--- src/threshold_boundary_edge_3x3_top_macros.svh ---
// assertion macros for the threshold boundary edge block
// expects signals named clock and reset in the scope of each use
`ifndef THRESHOLD_BOUNDARY_EDGE_3X3_TOP_MACROS_SVH
`define THRESHOLD_BOUNDARY_EDGE_3X3_TOP_MACROS_SVH

// same-cycle implication
`define TBE_ASSERT_IMPL(label, ante, cons, msg) \
   label: assert property (@(posedge clock) disable iff (reset) (ante) |-> (cons)) \
      else $error(msg);

// next-cycle implication
`define TBE_ASSERT_NEXT(label, ante, cons, msg) \
   label: assert property (@(posedge clock) disable iff (reset) (ante) |=> (cons)) \
      else $error(msg);

`endif

--- src/tbe_pkg.sv ---
// shared types and constants of the threshold boundary edge block
// no dependencies
`default_nettype none

package tbe_pkg;

   localparam int CHAN_W    = 8;
   localparam int NUM_CHAN  = 3;
   localparam int PIX_W     = CHAN_W * NUM_CHAN;
   localparam int SIZE_W    = 9;
   localparam int ROW_W     = 8;
   localparam int SIZE_MIN  = 3;
   localparam int ROWS_MAX  = 256;
   localparam int WIN_SIZE  = 9;
   localparam int WIN_CENTRE = 4;
   localparam int CSR_IDX_W = 2;

   localparam logic [CHAN_W-1:0] THRESH_RESET = 8'd110;
   localparam logic [CHAN_W-1:0] BRIGHT       = 8'hFF;
   localparam logic [CHAN_W-1:0] DARK         = 8'h00;

   typedef logic [PIX_W-1:0] pixel_type;
   typedef logic [WIN_SIZE-1:0][PIX_W-1:0] window_type;

   typedef enum logic [CSR_IDX_W-1:0] {
      CSR_THRESHOLD = 2'd0,
      CSR_COLUMNS   = 2'd1,
      CSR_ROWS      = 2'd2
   } csr_index_type;

endpackage

`default_nettype wire

--- src/tbe_judge.sv ---
// per-channel edge decision for the center of a 3x3 window
// depends on tbe_pkg
`default_nettype none

module tbe_judge (
   input  wire tbe_pkg::window_type                window,
   input  wire logic [tbe_pkg::CHAN_W-1:0]         threshold,
   output      logic [tbe_pkg::NUM_CHAN-1:0]       dark
);

   logic [tbe_pkg::NUM_CHAN-1:0] low_centre;
   logic [tbe_pkg::NUM_CHAN-1:0] hot_any;

   always_comb begin
      low_centre = '0;
      hot_any    = '0;
      for (int k = 0; k < tbe_pkg::NUM_CHAN; k++) begin
         low_centre[k] = window[tbe_pkg::WIN_CENTRE][k*tbe_pkg::CHAN_W +: tbe_pkg::CHAN_W]
                         < threshold;
         for (int n = 0; n < tbe_pkg::WIN_SIZE; n++) begin
            if (n != tbe_pkg::WIN_CENTRE &&
                window[n][k*tbe_pkg::CHAN_W +: tbe_pkg::CHAN_W] > threshold) begin
               hot_any[k] = 1'b1;
            end
         end
      end
   end

   // dark only when the center is below and some neighbor is above
   assign dark = low_centre & hot_any;

endmodule

`default_nettype wire

--- config.mk ---
export PLATFORM = sky130hd
export DESIGN_NAME = tbe_judge
export DESIGN_NICKNAME = d
export VERILOG_FILES = /design/src/threshold_boundary_edge_3x3_top_macros.svh /design/src/tbe_pkg.sv /design/src/tbe_judge.sv
export SDC_FILE = /design/constraint.sdc
export NUM_CORES = 1
export LEC_CHECK = 0
export BUFFER_PORTS_ARGS = -buffer_cell sky130_fd_sc_hd__clkbuf_2
export CORE_MARGIN = 2
export CORE_UTILIZATION = 53
export DETAILED_ROUTE_END_ITERATION = 16
export GPL_TIMING_DRIVEN = 0
export PLACE_DENSITY = 0.87
export SLEW_MARGIN = 0
export SYNTH_ARGS = -nofsm -noshare
export SYNTH_HDL_FRONTEND = slang
export SYNTH_SLANG_ARGS = --single-unit
--- constraint.sdc ---
create_clock -name vclk -period 4.8
set_input_delay 0.48 -clock vclk [all_inputs]
set_output_delay 0.48 -clock vclk [all_outputs]
set_load 0.005 [all_outputs]
==> metrics.md, run 1 <==
| Metric | Value |
|---|---|
| Result of the run | finished clean |
| Mean cell area of the mapped netlist | 8.155 um^2 |
| Initial core utilization | 54.20% |
| Setup tns final | 0 ns |
| First-pass GRT wire length | 24,630 um |
| Count of cell types in the netlist | 26 |
| Critical path data required time | 4.32 ns |
| Top achievable clock speed | 0.2484 GHz |
| Critical path arrival | 3.55 ns |
| Area of the mapped netlist | 4681 um^2 |
| Placement Rows | 34 |
| Fraction of layout cells with a size suffix above 1 | 28.59% |
| Clock buffer cells | 0 |
| Crit Path Category | input pin to primary output |
| Post-route design area | 5952 um^2 |
| Switching part of the total power | 52.57% |
| Via count | 5,542 |
| Min Tclk post-route | 4.026 ns |
| Drt total wl | 15,040 um |
| Sequential cell area fraction in the yosys report | 0% |
| Antenna violations before repair | 0 |
| Slew at the pin closest to its max-slew limit | 1.255 ns |
| Critical Path End Type | primary output |
| DRC violations left | 0 |
| Total internal power | 0.2438 mW |
| Die Outline Area | 9599 um^2 |
| ANT cells | 0 |
| Number of warnings printed during yosys synthesis | 0 |
| Horizontal extent of the die | 97.98 um |
| Portion of total power attributed to combinational logic | 100.0% |
| Cell area reported after detailed placement | 5952 um^2 |
| Num sequential | 0 |
| Via count normalized by instance count | 6.097 |
| Worst Hold Path Cells | 4 |
| # hold bufs at CTS | 0 |
| Post-synth top area share | 56.94% |
| Met1 layer wirelength in the final routing | 5940 um |
| Final period util | 83.88% |
| Met2 WL post-DR | 7597 um |
| Routed met3 length | 916 um |
| Vertical die dimension | 97.98 um |
| Antenna-violating nets left | 0 |
| Worst relative slew slack | 16.25% |
| Final setup violation count | 0 |
| Total nets after synthesis | 1,011 |
| Worst hold-check path type | input pin to primary output |
| Cell with the most instances after synthesis | ha_1 |
| I/O pin total | 227 |
| Post-Syn Instances | 574 |
| Total of max-cap violations | 0 |
| Detail-routed net length per standard cell | 16.55 um |
| Psw | 0.2702 mW |
| Seq. cell area | 0 um^2 |
| Post-synth top cells | ha_1, a21oi_1, nand4_1 |
| Clk network pwr share | 0% |
| Sequential fraction of design power | 0% |
| Uppermost metal layer occupied by signal nets | met4 |
| Largest fanout of any net on the critical path | 27 |
| Library cell occupying the most area in the post-synthesis netlist | ha_1 |
| Iteration-0 DRC count of the detailed router | 138 |
| DRT Pass-1 Iters | 4 |
| Remaining Overflow, GRT | 0 |
| Half-perimeter wire length after placement | 12,400 um |
| Number of port buffers | 227 |
| Leakage dissipation | 3.252 nW |
| Routability-driven placement congestion ratio | 0.9053 |
| Largest net degree at the start of global routing | 28 |
| Growth of design area from synthesis to finish | 27.16% |
| Number of setup buffers added after CTS | 0 |
| Final net count | 1,240 |
| PD cells | 86.37 nW/um^2 |
| Final Max Tran Viols | 0 |
| Count of instances resized after the clock tree is built | 0 |
| VDD IR-drop max | 0.00006777 V |
| Number of filler cells placed in the layout | 703 |
| Combined global-route utilization of all metal layers | 30.06% |
| Vias in the first global route | 5,833 |
| RSZ-0062 raised after global routing | no |
| Core Region | 8636 um^2 |
| Top post-synthesis cells by area | ha_1, a21oi_1, nand4_1, o21ai_0, nor2b_1 |
| CP startpoint kind | input pin |
| Hold violation total from the final report | 0 |
[path summary, 6_finish.rpt]
kind / start / slack [ns] / endpoint
min: window[111] / 1.31 / dark[1]
max: threshold[1] / 0.77 / dark[2]
[layer usage]
layer,up-vias,track usage (%)
met3,55,4.152
met2,232,58.90
met1,2517,31.89
met5,-,0
li1,2738,-
met4,0,11.97
[area by class of cell]
class	count	area [um^2]	area share, %
inverters	36	135.1	2.270
repair buffers	227	1136	19.09
multi-input cells	538	4546	76.37
well taps	108	135.1	2.270
[power groups by stage]
stage	clock [mW]	combinational (mW)	sequential (mW)
2_1_floorplan	0	0.304	0
3_3_place_gp	0	0.464	0
3_5_place_dp	0	0.507	0
4_1_cts	0	0.510	0
5_1_grt	0	0.585	0
6_report	0	0.514	0
[worst max-delay path, cell delays in order]
cell and delay [ns]:
clkbuf_2 0.08, inv_1 0.87, ha_1 0.41, nor2b_1 0.13, o211ai_1 0.16, a21oi_1 0.09
a2111oi_0 0.41, nor4bb_1 0.57, a211oi_1 0.19, clkbuf_2 0.15
[kinds of logic (layout without fill, tap and decap cells)]
group | count (synthesis) | after routing | share of synthesized area [%]
buffers and inverters | 36 | 263 | 2.887
adder cells (fa/ha/maj) | 213 | 213 | 56.94
AO/OA/AOI/OAI | 184 | 184 | 22.69
AND/OR/NAND/NOR | 141 | 141 | 17.48
[layout by cell type, fill, tap and decap left out, types with 17 or more instances in the layout]
cell	Yosys	routed
ha_1	213	213
o21ai_0	37	37
inv_1	36	36
clkbuf_2	0	227
nand4_1	48	48
nand2b_1	17	17
nand2_1	26	26
nor2b_1	25	25
o211ai_1	19	19
a21oi_1	94	94
[metrics by stage]
stage / power [mW] / std cells / hold slack, ns / utilization [%] / worst slack [ns]
6_report: 0.5141 / 909 / 1.312 / 68.92 / 0.7739
5_1_grt: 0.5848 / 909 / 1.332 / 68.92 / 0.6269
4_1_cts: 0.5103 / 909 / 1.315 / 68.92 / 0.8593
3_5_place_dp: 0.5070 / 909 / 1.315 / 68.92 / 0.8774
3_3_place_gp: 0.4640 / 909 / 1.315 / 68.92 / 1.079
2_1_floorplan: 0.3043 / 574 / 1.124 / - / 1.881
(Power assumes the default switching activity.)
==> run 2, diff against run 1 <==
CORE_UTILIZATION = 50   (was 53)
PLACE_DENSITY = 0.83   (was 0.87)
clock period = 3.8 ns   (was 4.8 ns; I/O delays follow)
==> metrics.md, run 2 (synthesis results as in run 1) <==
| Metric | Value |
|---|---|
| Result of the run | finished clean |
| Number of port buffers | 227 |
| Top achievable clock speed | 0.2820 GHz |
| Horizontal extent of the die | 100.8 um |
| Met2 track demand over resource | 54.05% |
| CP startpoint kind | input pin |
| Hold violation total from the final report | 0 |
| Detail-routed net length per standard cell | 16.64 um |
| Slew at the pin closest to its max-slew limit | 1.240 ns |
| Post-route design area | 5959 um^2 |
| Fraction of layout cells with a size suffix above 1 | 28.71% |
| Via count | 5,441 |
| Final net count | 1,240 |
| Largest fanout of any net on the critical path | 27 |
| DRC violations left | 0 |
| Total power draw | 0.6491 mW |
| Via count normalized by instance count | 5.966 |
| Antenna-violating nets left | 0 |
| Routability-driven placement congestion ratio | 0.9091 |
| Vias in the first global route | 5,654 |
| Met3 capacity usage during global routing | 4.993% |
| Largest net degree at the start of global routing | 28 |
| Final period util | 93.33% |
| Met1 Resource Use GR | 31.39% |
| Worst relative slew slack | 17.24% |
| I/O pin total | 227 |
| Vertical die dimension | 100.8 um |
| Critical path data required time | 3.42 ns |
| Critical Path End Type | primary output |
| Busiest layer in global routing | met2 |
| Combined global-route utilization of all metal layers | 28.44% |
| First-pass GRT wire length | 23,830 um |
| Count of instances resized after the clock tree is built | 0 |
| Worst Hold Margin | 1.116 ns |
| Min-delay src | window[111] |
| Number of setup buffers added after CTS | 0 |
| Iteration-0 DRC count of the detailed router | 163 |
| Initial core utilization | 51.14% |
| PD cells | 108.9 nW/um^2 |
| Half-perimeter wire length after placement | 12,290 um |
| Total of max-cap violations | 0 |
| Clock buffer cells | 0 |
| Final Max Tran Viols | 0 |
| Min Tclk post-route | 3.547 ns |
| Placement Rows | 35 |
| RSZ-0062 raised after global routing | no |
| Worst hold-check path type | input pin to primary output |
| Number of filler cells placed in the layout | 782 |
| Num sequential | 0 |
| Remaining Overflow, GRT | 0 |
| Critical path arrival | 3.17 ns |
| Crit Path Category | input pin to primary output |
| Startpoint of the most critical setup path | threshold[5] |
| VDD IR-drop max | 0.00009472 V |
| Drt total wl | 15,180 um |
| Growth of design area from synthesis to finish | 27.32% |
| Seq. cell area | 0 um^2 |
| Antenna violations before repair | 0 |
| Leakage dissipation | 3.246 nW |
| DRT Pass-1 Iters | 4 |
| # hold bufs at CTS | 0 |
| Final cell utilization of the core | 65.11% |
| Capture point of the worst path | dark[0] |
| Die Outline Area | 10,150 um^2 |
| Core Region | 9153 um^2 |
| Most frequent standard cell in the layout excluding fill and tap cells | clkbuf_2 |
| Highest-count cells in the layout ignoring fill and taps | clkbuf_2, ha_1, a21oi_1, nand4_1, o21ai_0 |
| Setup tns final | 0 ns |
| Cell area reported after detailed placement | 5956 um^2 |
| Final setup violation count | 0 |
| ANT cells | 0 |
-- run 2: final cells by class --
type / count / area, um^2 / share of cell area [%]
inverters: 36 / 138.9 / 2.330
multi-input cells: 538 / 4546 / 76.28
well taps: 111 / 138.9 / 2.330
repair buffers: 227 / 1136 / 19.06
-- run 2: stage by stage --
| stage | worst slack (ns) | cells |
|---|---|---|
| after floorplan | 1.081 | 574 |
| after global placement | 0.2233 | 912 |
| after detailed placement | 0.2569 | 912 |
| after CTS | 0.2461 | 912 |
| after global routing | 0.07784 | 912 |
| final | 0.2534 | 912 |
-- run 2: worst min path at each step --
stage	to	cells after the start
floorplan	dark[0]	2
global placement	dark[1]	4
detailed placement	dark[1]	4
CTS	dark[1]	4
global route	dark[2]	4
finish	dark[1]	4
-- run 2: critical path, cell delays in order --
cell	delay (ns)
clkbuf_2	0.08
inv_1	0.86
ha_1	0.43
a21oi_1	0.18
o21ai_0	0.11
o21a_1	0.11
or4_1	0.53
nor4b_2	0.24
a211oi_1	0.11
clkbuf_2	0.12
-- run 2: where the power goes --
group / internal, mW / total [mW] / switching, mW
logic: 0.308 / 0.649 / 0.341
registers: 0 / 0 / 0
clock network: 0 / 0 / 0
-- run 2: per-layer routing --
metal / share of wire, % / wire (um)
met5: 0 / 0
met4: 2.8 / 421
met3: 6.8 / 1032
met2: 50 / 7641
met1: 40 / 6082
